`src/rtl/cnt_pkg.sv`:
```
// Package with shared types, constants and codes for the Carmichael number test.
package cnt_pkg;

    localparam int NUM_BITS_DEFAULT = 32;

    typedef enum logic [2:0] {
        OUT_CARMICHAEL   = 3'd0,
        OUT_EVEN         = 3'd1,
        OUT_SQUARE       = 3'd2,
        OUT_KORSELT      = 3'd3,
        OUT_PRIME_OR_ONE = 3'd4
    } outcome_t;

    typedef enum logic [1:0] {
        DIV_N_OVER_D = 2'd0,
        DIV_C_BY_D   = 2'd1,
        DIV_NM1_BY_P = 2'd2
    } div_sel_t;

    typedef enum logic [3:0] {
        ST_IDLE,
        ST_BOUND_GO,
        ST_BOUND_WAIT,
        ST_TRIAL_GO,
        ST_TRIAL_WAIT,
        ST_KORS_GO,
        ST_KORS_WAIT,
        ST_SQ_GO,
        ST_SQ_WAIT,
        ST_LAST_GO,
        ST_LAST_WAIT,
        ST_DONE
    } state_t;

    typedef struct packed {
        logic     load;        // load a new number
        logic     div_start;   // start the divider
        div_sel_t div_sel;     // divider operand selection
        logic     take_quot;   // cofactor <= quotient
        logic     step_div;    // trial divisor += 2
        logic     last_factor; // korselt operand is the cofactor
        logic     note;        // count one distinct factor
        logic     kors_check;  // latch korselt failure from remainder
        logic     set_one;     // distinct count = 1
        logic     finish;      // register the result
        outcome_t code;        // outcome to register on finish
    } cmd_t;

    typedef struct packed {
        logic div_done;
        logic n_odd;
        logic rem_zero;      // divider remainder is zero
        logic bound_ok;      // divisor <= quotient
        logic cof_gt1;
        logic cof_ne_n;
        logic count_ge2;
        logic kors_failed;
    } status_t;

endpackage

```
`src/rtl/cnt_divider.sv`:
```
// Restoring radix-2 divider, one quotient bit per cycle.
module cnt_divider #(
    parameter int W = cnt_pkg::NUM_BITS_DEFAULT
) (
    input  logic         clk,
    input  logic         rst_n,
    input  logic         start,
    input  logic [W-1:0] dividend,
    input  logic [W-1:0] divisor,
    output logic         done,
    output logic [W-1:0] quotient,
    output logic [W-1:0] remainder
);
    localparam int CW = $clog2(W + 1);

    logic [W-1:0]  quot_reg, quot_next;
    logic [W-1:0]  rem_reg, rem_next;
    logic [W-1:0]  dvs_reg, dvs_next;
    logic [CW-1:0] cnt_reg, cnt_next;
    logic          busy_reg, busy_next;
    logic          done_reg, done_next;
    logic [W:0]    trial;

    always_comb begin
        quot_next = quot_reg;
        rem_next  = rem_reg;
        dvs_next  = dvs_reg;
        cnt_next  = cnt_reg;
        busy_next = busy_reg;
        done_next = 1'b0;
        trial     = {rem_reg, quot_reg[W-1]};
        if (start) begin
            quot_next = dividend;
            rem_next  = '0;
            dvs_next  = divisor;
            cnt_next  = CW'(W);
            busy_next = 1'b1;
        end else if (busy_reg) begin
            if (trial >= {1'b0, dvs_reg}) begin
                rem_next  = W'(trial - {1'b0, dvs_reg});
                quot_next = {quot_reg[W-2:0], 1'b1};
            end else begin
                rem_next  = trial[W-1:0];
                quot_next = {quot_reg[W-2:0], 1'b0};
            end
            cnt_next = cnt_reg - 1'b1;
            if (cnt_reg == CW'(1)) begin
                busy_next = 1'b0;
                done_next = 1'b1;
            end
        end
    end

    always_ff @(posedge clk or negedge rst_n) begin
        if (!rst_n) begin
            busy_reg <= 1'b0;
            done_reg <= 1'b0;
            cnt_reg  <= '0;
        end else begin
            busy_reg <= busy_next;
            done_reg <= done_next;
            cnt_reg  <= cnt_next;
        end
    end

    always_ff @(posedge clk) begin
        quot_reg <= quot_next;
        rem_reg  <= rem_next;
        dvs_reg  <= dvs_next;
    end

    assign done      = done_reg;
    assign quotient  = quot_reg;
    assign remainder = rem_reg;
endmodule

```
`src/rtl/cnt_datapath.sv`:
```
// Datapath: number, cofactor, trial divisor, factor count, korselt flag and result.
module cnt_datapath #(
    parameter int W = cnt_pkg::NUM_BITS_DEFAULT
) (
    input  logic              clk,
    input  logic              rst_n,
    input  logic [W-1:0]      number,
    input  cnt_pkg::cmd_t     cmd,
    output cnt_pkg::status_t  status,
    output logic              is_carmichael,
    output logic [2:0]        outcome
);
    logic [W-1:0] n_reg, cof_reg, cof_next, d_reg, d_next;
    logic [3:0]   cnt_reg, cnt_next;
    logic         kf_reg, kf_next;
    logic         isc_reg;
    logic [2:0]   out_reg;
    logic [W-1:0] dvd, dvs, quo, rem;
    logic         ddone;

    always_comb begin
        case (cmd.div_sel)
            cnt_pkg::DIV_N_OVER_D: begin dvd = cof_reg;  dvs = d_reg; end
            cnt_pkg::DIV_C_BY_D:   begin dvd = cof_reg;  dvs = d_reg; end
            cnt_pkg::DIV_NM1_BY_P: begin
                dvd = n_reg - 1'b1;
                dvs = (cmd.last_factor ? cof_reg : d_reg) - 1'b1;
            end
            default:               begin dvd = cof_reg;  dvs = d_reg; end
        endcase
    end

    cnt_divider #(.W(W)) u_div (
        .clk(clk), .rst_n(rst_n), .start(cmd.div_start),
        .dividend(dvd), .divisor(dvs),
        .done(ddone), .quotient(quo), .remainder(rem)
    );

    always_comb begin
        cof_next = cof_reg;
        d_next   = d_reg;
        cnt_next = cnt_reg;
        kf_next  = kf_reg;
        if (cmd.load) begin
            cof_next = number;
            d_next   = W'(3);
            cnt_next = '0;
            kf_next  = 1'b0;
        end else begin
            if (cmd.take_quot) cof_next = quo;
            if (cmd.step_div)  d_next = d_reg + W'(2);
            if (cmd.note && cnt_reg != 4'd15) cnt_next = cnt_reg + 4'd1;
            if (cmd.set_one)   cnt_next = 4'd1;
            if (cmd.kors_check && rem != '0) kf_next = 1'b1;
        end
    end

    always_ff @(posedge clk or negedge rst_n) begin
        if (!rst_n) begin
            n_reg   <= '0;
            cof_reg <= '0;
            d_reg   <= '0;
            cnt_reg <= '0;
            kf_reg  <= 1'b0;
            isc_reg <= 1'b0;
            out_reg <= 3'd0;
        end else begin
            if (cmd.load) n_reg <= number;
            cof_reg <= cof_next;
            d_reg   <= d_next;
            cnt_reg <= cnt_next;
            kf_reg  <= kf_next;
            if (cmd.finish) begin
                isc_reg <= (cmd.code == cnt_pkg::OUT_CARMICHAEL);
                out_reg <= cmd.code;
            end
        end
    end

    assign status.div_done    = ddone;
    assign status.n_odd       = n_reg[0];
    assign status.rem_zero    = (rem == '0);
    assign status.bound_ok    = (d_reg <= quo);
    assign status.cof_gt1     = (cof_reg > W'(1));
    assign status.cof_ne_n    = (cof_reg != n_reg);
    assign status.count_ge2   = (cnt_reg >= 4'd2);
    assign status.kors_failed = kf_reg;
    assign is_carmichael      = isc_reg;
    assign outcome            = out_reg;
endmodule

```
`config.mk`:
```
export PLATFORM = sky130hd
export DESIGN_NAME = cnt_datapath
export DESIGN_NICKNAME = d
export VERILOG_FILES = /design/src/rtl/cnt_pkg.sv /design/src/rtl/cnt_divider.sv /design/src/rtl/cnt_datapath.sv
export SDC_FILE = /design/constraint.sdc
export NUM_CORES = 1
export LEC_CHECK = 0
export ABC_CLOCK_PERIOD_IN_PS = 2800
export CORE_ASPECT_RATIO = 0.75
export CORE_MARGIN = 2
export CORE_UTILIZATION = 45
export CTS_BUF_LIST = sky130_fd_sc_hd__clkbuf_4 sky130_fd_sc_hd__clkbuf_8 sky130_fd_sc_hd__clkbuf_16
export CTS_CLUSTER_SIZE = 12
export DETAILED_ROUTE_END_ITERATION = 8
export DONT_BUFFER_PORTS = 1
export GPL_TIMING_DRIVEN = 0
export SLEW_MARGIN = 10
export SYNTH_ARGS = -nofsm -noshare
export SYNTH_HDL_FRONTEND = slang
export SYNTH_SLANG_ARGS = --single-unit
```
`constraint.sdc`:
```
create_clock -name clk -period 2.8 [get_ports clk]
set_input_delay 0.56 -clock clk [delete_from_list [all_inputs] [get_ports clk]]
set_output_delay 0.56 -clock clk [all_outputs]
set_load 0.005 [all_outputs]
```
==> results of run 1 <==
kinds of logic after synthesis:
family | after synthesis | share of synthesized area, %
buf+inv | 234 | 6.44
flops | 209 | 38.0
xor+xnor | 141 | 8.70
simple gates | 544 | 18.3
mux | 67 | 4.90
fa+ha+maj | 72 | 6.40
compound gates | 398 | 17.3
layout make-up:
class,count,area [sq um]
inverters,118,443
clock buffers,36,757
well taps,406,508
plain buffers,106,573
diodes,1,2.50
flip-flops and latches,209,5400
clock inverters,7,88.8
repair buffers,88,792
fillers,2826,13600
multi-input cells,1222,8980
layer usage:
metal  up-vias  wire [um]  part of all wire [%]
met5         -          0                     0
met4         0        727                   1.5
met3        54       4530                   9.2
met2       572      20400                    41
met1      6608      23800                    48
li1       6083          -                     -
repair_timing:
action,4_1_cts,5_1_grt
hold endpoints to repair,113,113
buffers inserted,52,36
resized for setup,158,121
pin swaps,67,71
setup endpoints to repair,73,66
cloned,5,0
cells in the mapped netlist, types with 9 or more instances:
| cell | number | area share (%) |
|---|---|---|
| or3_1 | 12 | 0.53 |
| dfxtp_1 | 32 | 4.5 |
| inv_1 | 118 | 3.1 |
| nand4_1 | 35 | 1.5 |
| o211ai_1 | 30 | 1.6 |
| a21o_1 | 16 | 0.85 |
| a21oi_1 | 78 | 2.8 |
| buf_1 | 10 | 0.26 |
| xor2_1 | 47 | 2.9 |
| a22oi_1 | 12 | 0.63 |
| clkbuf_1 | 91 | 2.4 |
| nor3b_1 | 9 | 0.48 |
| o21a_1 | 12 | 0.63 |
| xnor2_1 | 94 | 5.8 |
| dfrtp_1 | 113 | 20 |
| a311oi_1 | 21 | 1.3 |
| mux2_2 | 16 | 1.3 |
| ha_1 | 71 | 6.3 |
| buf_2 | 10 | 0.35 |
| and3_1 | 9 | 0.40 |
| nor2_1 | 130 | 3.4 |
| nor3_1 | 49 | 1.7 |
| nand2_1 | 175 | 4.6 |
| o22ai_1 | 10 | 0.44 |
| o21ai_0 | 164 | 5.8 |
| nand2b_1 | 12 | 0.53 |
| mux2i_1 | 50 | 3.5 |
| nand3_1 | 36 | 1.3 |
| nor2b_1 | 16 | 0.71 |
| nor4_1 | 29 | 1.3 |
| edfxtp_1 | 64 | 14 |
power breakdown:
part	total (W)	switching, W	internal (W)
Sequential	0.00433	0.000641	0.00369
Combinational	0.00793	0.00416	0.00377
Clock	0.00340	0.00135	0.00205
path summary, 6_finish.rpt:
path | cells after the start | endpoint | start | slack, ns
max | 11 | status[4] | u_div.quotient[1] | -0.57
min reg2reg | 2 | u_div.remainder[27] | u_div.remainder[27] | 0.50
max in group asynchronous | 0 | cof_reg[29] | rst_n | 2.87
min in group clk | 1 | cnt_reg[2] | cmd[4] | 0.10
min | 0 | cof_reg[4] | rst_n | -0.28
max reg2reg | 14 | u_div.remainder[20] | u_div.quotient[31] | -0.30
cells in the final DEF (no fill, tap or decap), types with 35 or more instances in the layout:
master,count
xor2_1,46
edfxtp_1,64
dfrtp_1,108
nor2_1,122
ha_1,54
nand4_1,35
nor3_1,40
xnor2_1,91
inv_1,105
o21ai_0,146
a21oi_1,70
mux2i_1,47
clkbuf_1,78
buf_4,74
nand2_1,140
per-stage QoR:
step	instances	TNS, ns	worst slack (ns)	hold WS [ns]	cell area [sq um]
detailed placement	2071	-39.28	-1.69	0.267	14900
global route	2192	-11.51	-0.670	-0.302	17500
global placement	2071	-36.05	-1.64	0.267	14900
CTS	2168	-8.53	-0.638	-0.296	16900
floorplan	1665	-5.62	-0.808	0.264	14400
finish	2193	-7.72	-0.573	-0.280	17600
worst reg2reg max path, cell delays in order (launching register included):
cell	delay [ns]
edfxtp_1	0.39
inv_2	0.16
ha_4	0.16
inv_2	0.04
fa_2	0.37
a21o_1	0.21
a221oi_4	0.27
buf_4	0.17
nor4b_4	0.05
o31ai_2	0.29
o21ai_2	0.14
a211oi_2	0.26
xnor2_1	0.16
nand2_1	0.09
a311oi_2	0.24
==> out/metrics.yaml, run 1 <==
power.leakage_nw: 7.08
synthFlopType: "dfrtp_1"
route.detailed.drc: 0
met3_usage_pct: 5.89
start_kind: "flip-flop"
clock_sinks: 209
nets: 1889
dpl.hpwl_um: 35000
drtPass1Iterations: 6
arrival_ns: 2.81
yosysWarnings: 0
hp-class: "in -> async"
end_kind: "output pin"
layout-drive-gt1-share_pct: 20.4
antenna_found_initial: 1
fin_skew_ns: 0.0189
finalCritPeriodShare_pct: 120
synth_fp_nets: 1785
cp_common_cell: "o21a_1"
grt_usage_pct: 29.5
pin_count: 60
layout_setup_ws_ns: -0.573
overflow: 0
maxSlewViolCount: 0
drt_iter0_markers: 1331
rsz0062_at_grt: "yes"
die_width_um: 209
p_total_w: 0.0157
worstMarginPinSlew_ns: 0.970
use_met1_pct: 45.5
cts_buffer_depth: 3
cp_num_buf_inv: 1
chipHeight_um: 158
drv_cap: 0
root_buffer: "clkbuf_16"
route.detailed.wl_per_inst_um: 22.5
via_count: 13300
status: "complete, but fails checks"
final_util_pct: 56.3
syn_area_sq_um: 14200
grt_max_degree: 114
crit_type: "reg -> out"
grt_pass1_vias: 12600
holdWs_ns: -0.280
critical_path.max_stage_delay_ns: 0.41
ys_seq_area_share_pct: 38.0
vias_per_cell: 6.07
cts_made_buffers: 24
gp_congestion: 0.947
setup-violations-final: 35
worstSkewPairLatency_ns: 0.54
core_area_sq_um: 31200
gr-usage-met2_pct: 42.8
path_delay_family: "compound AO/OA/AOI/OAI gates"
routed_wl_um: 49400
ant_nets: 0
grt_pass1_wl_um: 75000
synth_cells: 1665
ys_types: 73
io_buffer_count: 0
violations: "negative hold slack, negative setup slack"
cpMaxStageDelayCell: "edfxtp_1"
power_density_nw_per_um2: 892
required_ns: 2.24
initial_core_util_pct: 45.5
ys_async_sr_fraction_pct: 54.1
path_clk_slew_ns: 0.06
fin_crit_ns: 3.37
path_cells: "inv_2, ha_4, nor2b_1, o21a_1, o21a_1, o21a_1, o21a_1, o21ai_4, a311oi_2, o31a_1, o21ai_2"
slew_headroom_pct: 35.4
die_area_sq_um: 33000
top_usage_layer: "met1"
area_delta_synth_final_pct: 23.7
max_freq_ghz: 0.296
std_cell_rows: 56
ys_seq_elements: 209
avgSynthCellArea_sq_um: 8.52
vdd_ir_drop_max_mv: 0.577
cts_tree: "yes"
synth-edff-count: 64
htreeDepth: 1
crit_fanout: 2
finalHoldViolCount: 113
Note: power is estimated with default switching activity, not from simulation.
==> inputs of run 2 (changes only) <==
==> constraint.sdc (replaced) <==
create_clock -name clk -period 2.8 [get_ports clk]
set_input_delay 0.56 -clock clk [delete_from_list [all_inputs] [get_ports clk]]
set_output_delay 0.56 -clock clk [all_outputs]
set_load 0.05 [all_outputs]
==> out/metrics.yaml, run 2 (synthesis gave the netlist of run 1 again) <==
maxSlewViolCount: 0  # unchanged
fin_skew_ns: 0.0130  # -0.00591 ns
area_delta_synth_final_pct: 21.5
critical_path.max_stage_delay_ns: 0.41  # about the same
r2r_setup_slack_ns: -0.33  # -0.03 ns
status: "complete, but fails checks"
htreeDepth: 1  # unchanged
io_buffer_count: 0  # unchanged
violations: "negative hold slack, negative setup slack"
cp_common_cell: "o21a_1"
die_area_sq_um: 33000  # unchanged
cts_made_buffers: 22  # -8.3%
fin_tns_setup_ns: -8.56  # -0.839 ns
slew_headroom_pct: 38.8  # +3.5 points
route.detailed.drc: 0  # unchanged
crit_fanout: 2  # unchanged
placed_area_sq_um: 14900  # +0.17%
path_cells: "inv_2, ha_4, nor2b_1, o21a_1, o21a_1, o21a_1, o21a_1, o21ai_2, a311oi_2, o31a_1, o21ai_4"
cp_num_buf_inv: 1  # unchanged
worstSkewPairLatency_ns: 0.53  # about the same
rsz0062_at_grt: "yes"
worstReg2RegStart: "u_div.dvs_reg[9]"
required_ns: 2.24  # about the same
pin_count: 60  # unchanged
overflow: 0  # unchanged
vdd_ir_drop_max_mv: 0.515  # -11%
clock_sinks: 209  # unchanged
hp-class: "in -> async"
max_freq_ghz: 0.277  # -6.6%
cts_tree: "yes"
antenna_found_initial: 1  # unchanged
route.detailed.wl_per_inst_um: 22.4  # -0.45%
layout_common_cells: "nand2_1, o21ai_0, nor2_1, inv_1, dfrtp_1"
dpl.hpwl_um: 35100  # +0.16%
core_area_sq_um: 31200  # unchanged
drt_iter0_markers: 1258  # -5.5%
stdcell_area_sq_um: 17200  # -1.7%
chipHeight_um: 158  # unchanged
grt_pass1_vias: 12300  # -2.2%
power.leakage_nw: 6.94  # -1.9%
drtPass1Iterations: 5  # -1
gp_congestion: 0.957  # +1.1%
cpMaxStageDelayCell: "edfxtp_1"
path_clk_slew_ns: 0.07  # about the same
die_width_um: 209  # unchanged
power_density_nw_per_um2: 853  # -4.4%
std_cell_rows: 56  # unchanged
via_count: 13100  # -1.8%
routed_wl_um: 48500  # -1.7%
grt_max_degree: 114  # unchanged
vias_per_cell: 6.03  # -0.62%
cts_buffer_depth: 3  # unchanged
finalHoldViolCount: 113  # unchanged
r2r-end: "u_div.remainder[26]"
ant_nets: 0  # unchanged
grt_pass1_wl_um: 74200  # -1.1%
fin_crit_ns: 3.61  # +0.237 ns
root_buffer: "clkbuf_16"
initial_core_util_pct: 45.5  # unchanged
grt_usage_pct: 29.3  # -0.19 points
r2r_cells: 14  # unchanged
layout_setup_ws_ns: -0.810  # -0.237 ns
path_delay_family: "compound AO/OA/AOI/OAI gates"
final_common_cell: "nand2_1"
layout-drive-gt1-share_pct: 19.5  # -0.88 points
crit_type: "reg -> out"
start_kind: "flip-flop"
arrival_ns: 3.05  # +0.24 ns
worstMarginPinSlew_ns: 0.917  # -0.0523 ns
setup-violations-final: 36  # +2.9%
drv_cap: 0  # unchanged
end_kind: "output pin"
nets: 1863  # -1.4%
holdWs_ns: -0.277  # +0.00307 ns
finalCritPeriodShare_pct: 129  # +8.4 points
==> run 2: worst max-delay path by stage <==
stage	from	endpoint	slack [ns]	cells after the start
2_1_floorplan	cmd[7]	u_div.dvs_reg[28]	-0.81	17
3_3_place_gp	cmd[7]	u_div.dvs_reg[26]	-1.63	17
3_5_place_dp	cmd[7]	u_div.dvs_reg[28]	-1.67	17
4_1_cts	u_div.quotient[1]	status[4]	-0.80	11
5_1_grt	u_div.quotient[1]	status[4]	-0.89	11
6_report	u_div.quotient[1]	status[4]	-0.81	11
==> run 2: final cells by class <==
cell class	instances	area, sq um
inverters	118	445
clock buffers	38	713
repair buffers	72	659
well taps	406	508
plain buffers	98	482
fillers	2871	13900
multi-input cells	1222	8990
clock inverters	2	35.0
diodes	1	2.50
flip-flops and latches	209	5410
==> run 2: where the power goes <==
group | total [W] | internal, W | leakage, nW | switching [W]
clock | 0.00310 | 0.00182 | 0.381 | 0.00128
combinational | 0.00722 | 0.00337 | 4.20 | 0.00385
sequential | 0.00439 | 0.00369 | 2.36 | 0.000703
total | 0.0147 | 0.00888 | 6.94 | 0.00583
==> run 2: what timing repair did <==
action                                 in CTS  in global routing
buffers inserted                           49                 23
pin swaps                                  54                 59
endpoints found under the hold margin     113                113
resized for setup                         141                140
cloned                                      4                  1
setup endpoints to repair                  75                 68
==> run 2: per-layer routing <==
layer	share of wire (%)	up-vias	track usage, %
met2	41	539	41.4
met1	48	6438	45.7
met5	0	-	0
met3	9.3	51	6.39
li1	-	6043	-
met4	1.6	0	4.93
==> run 2: metrics by stage <==
step / instances / util [%] / hold WS [ns] / total power (W) / setup WS, ns
final: 2166 / 55.3 / -0.277 / 0.0147 / -0.810
after detailed placement: 2071 / 47.8 / 0.267 / 0.00936 / -1.67
after global routing: 2165 / 55.3 / -0.296 / 0.0155 / -0.890
after floorplan: 1665 / - / 0.264 / 0.00798 / -0.808
after CTS: 2160 / 53.4 / -0.298 / 0.0139 / -0.804
after global placement: 2071 / 47.8 / 0.267 / 0.00928 / -1.63
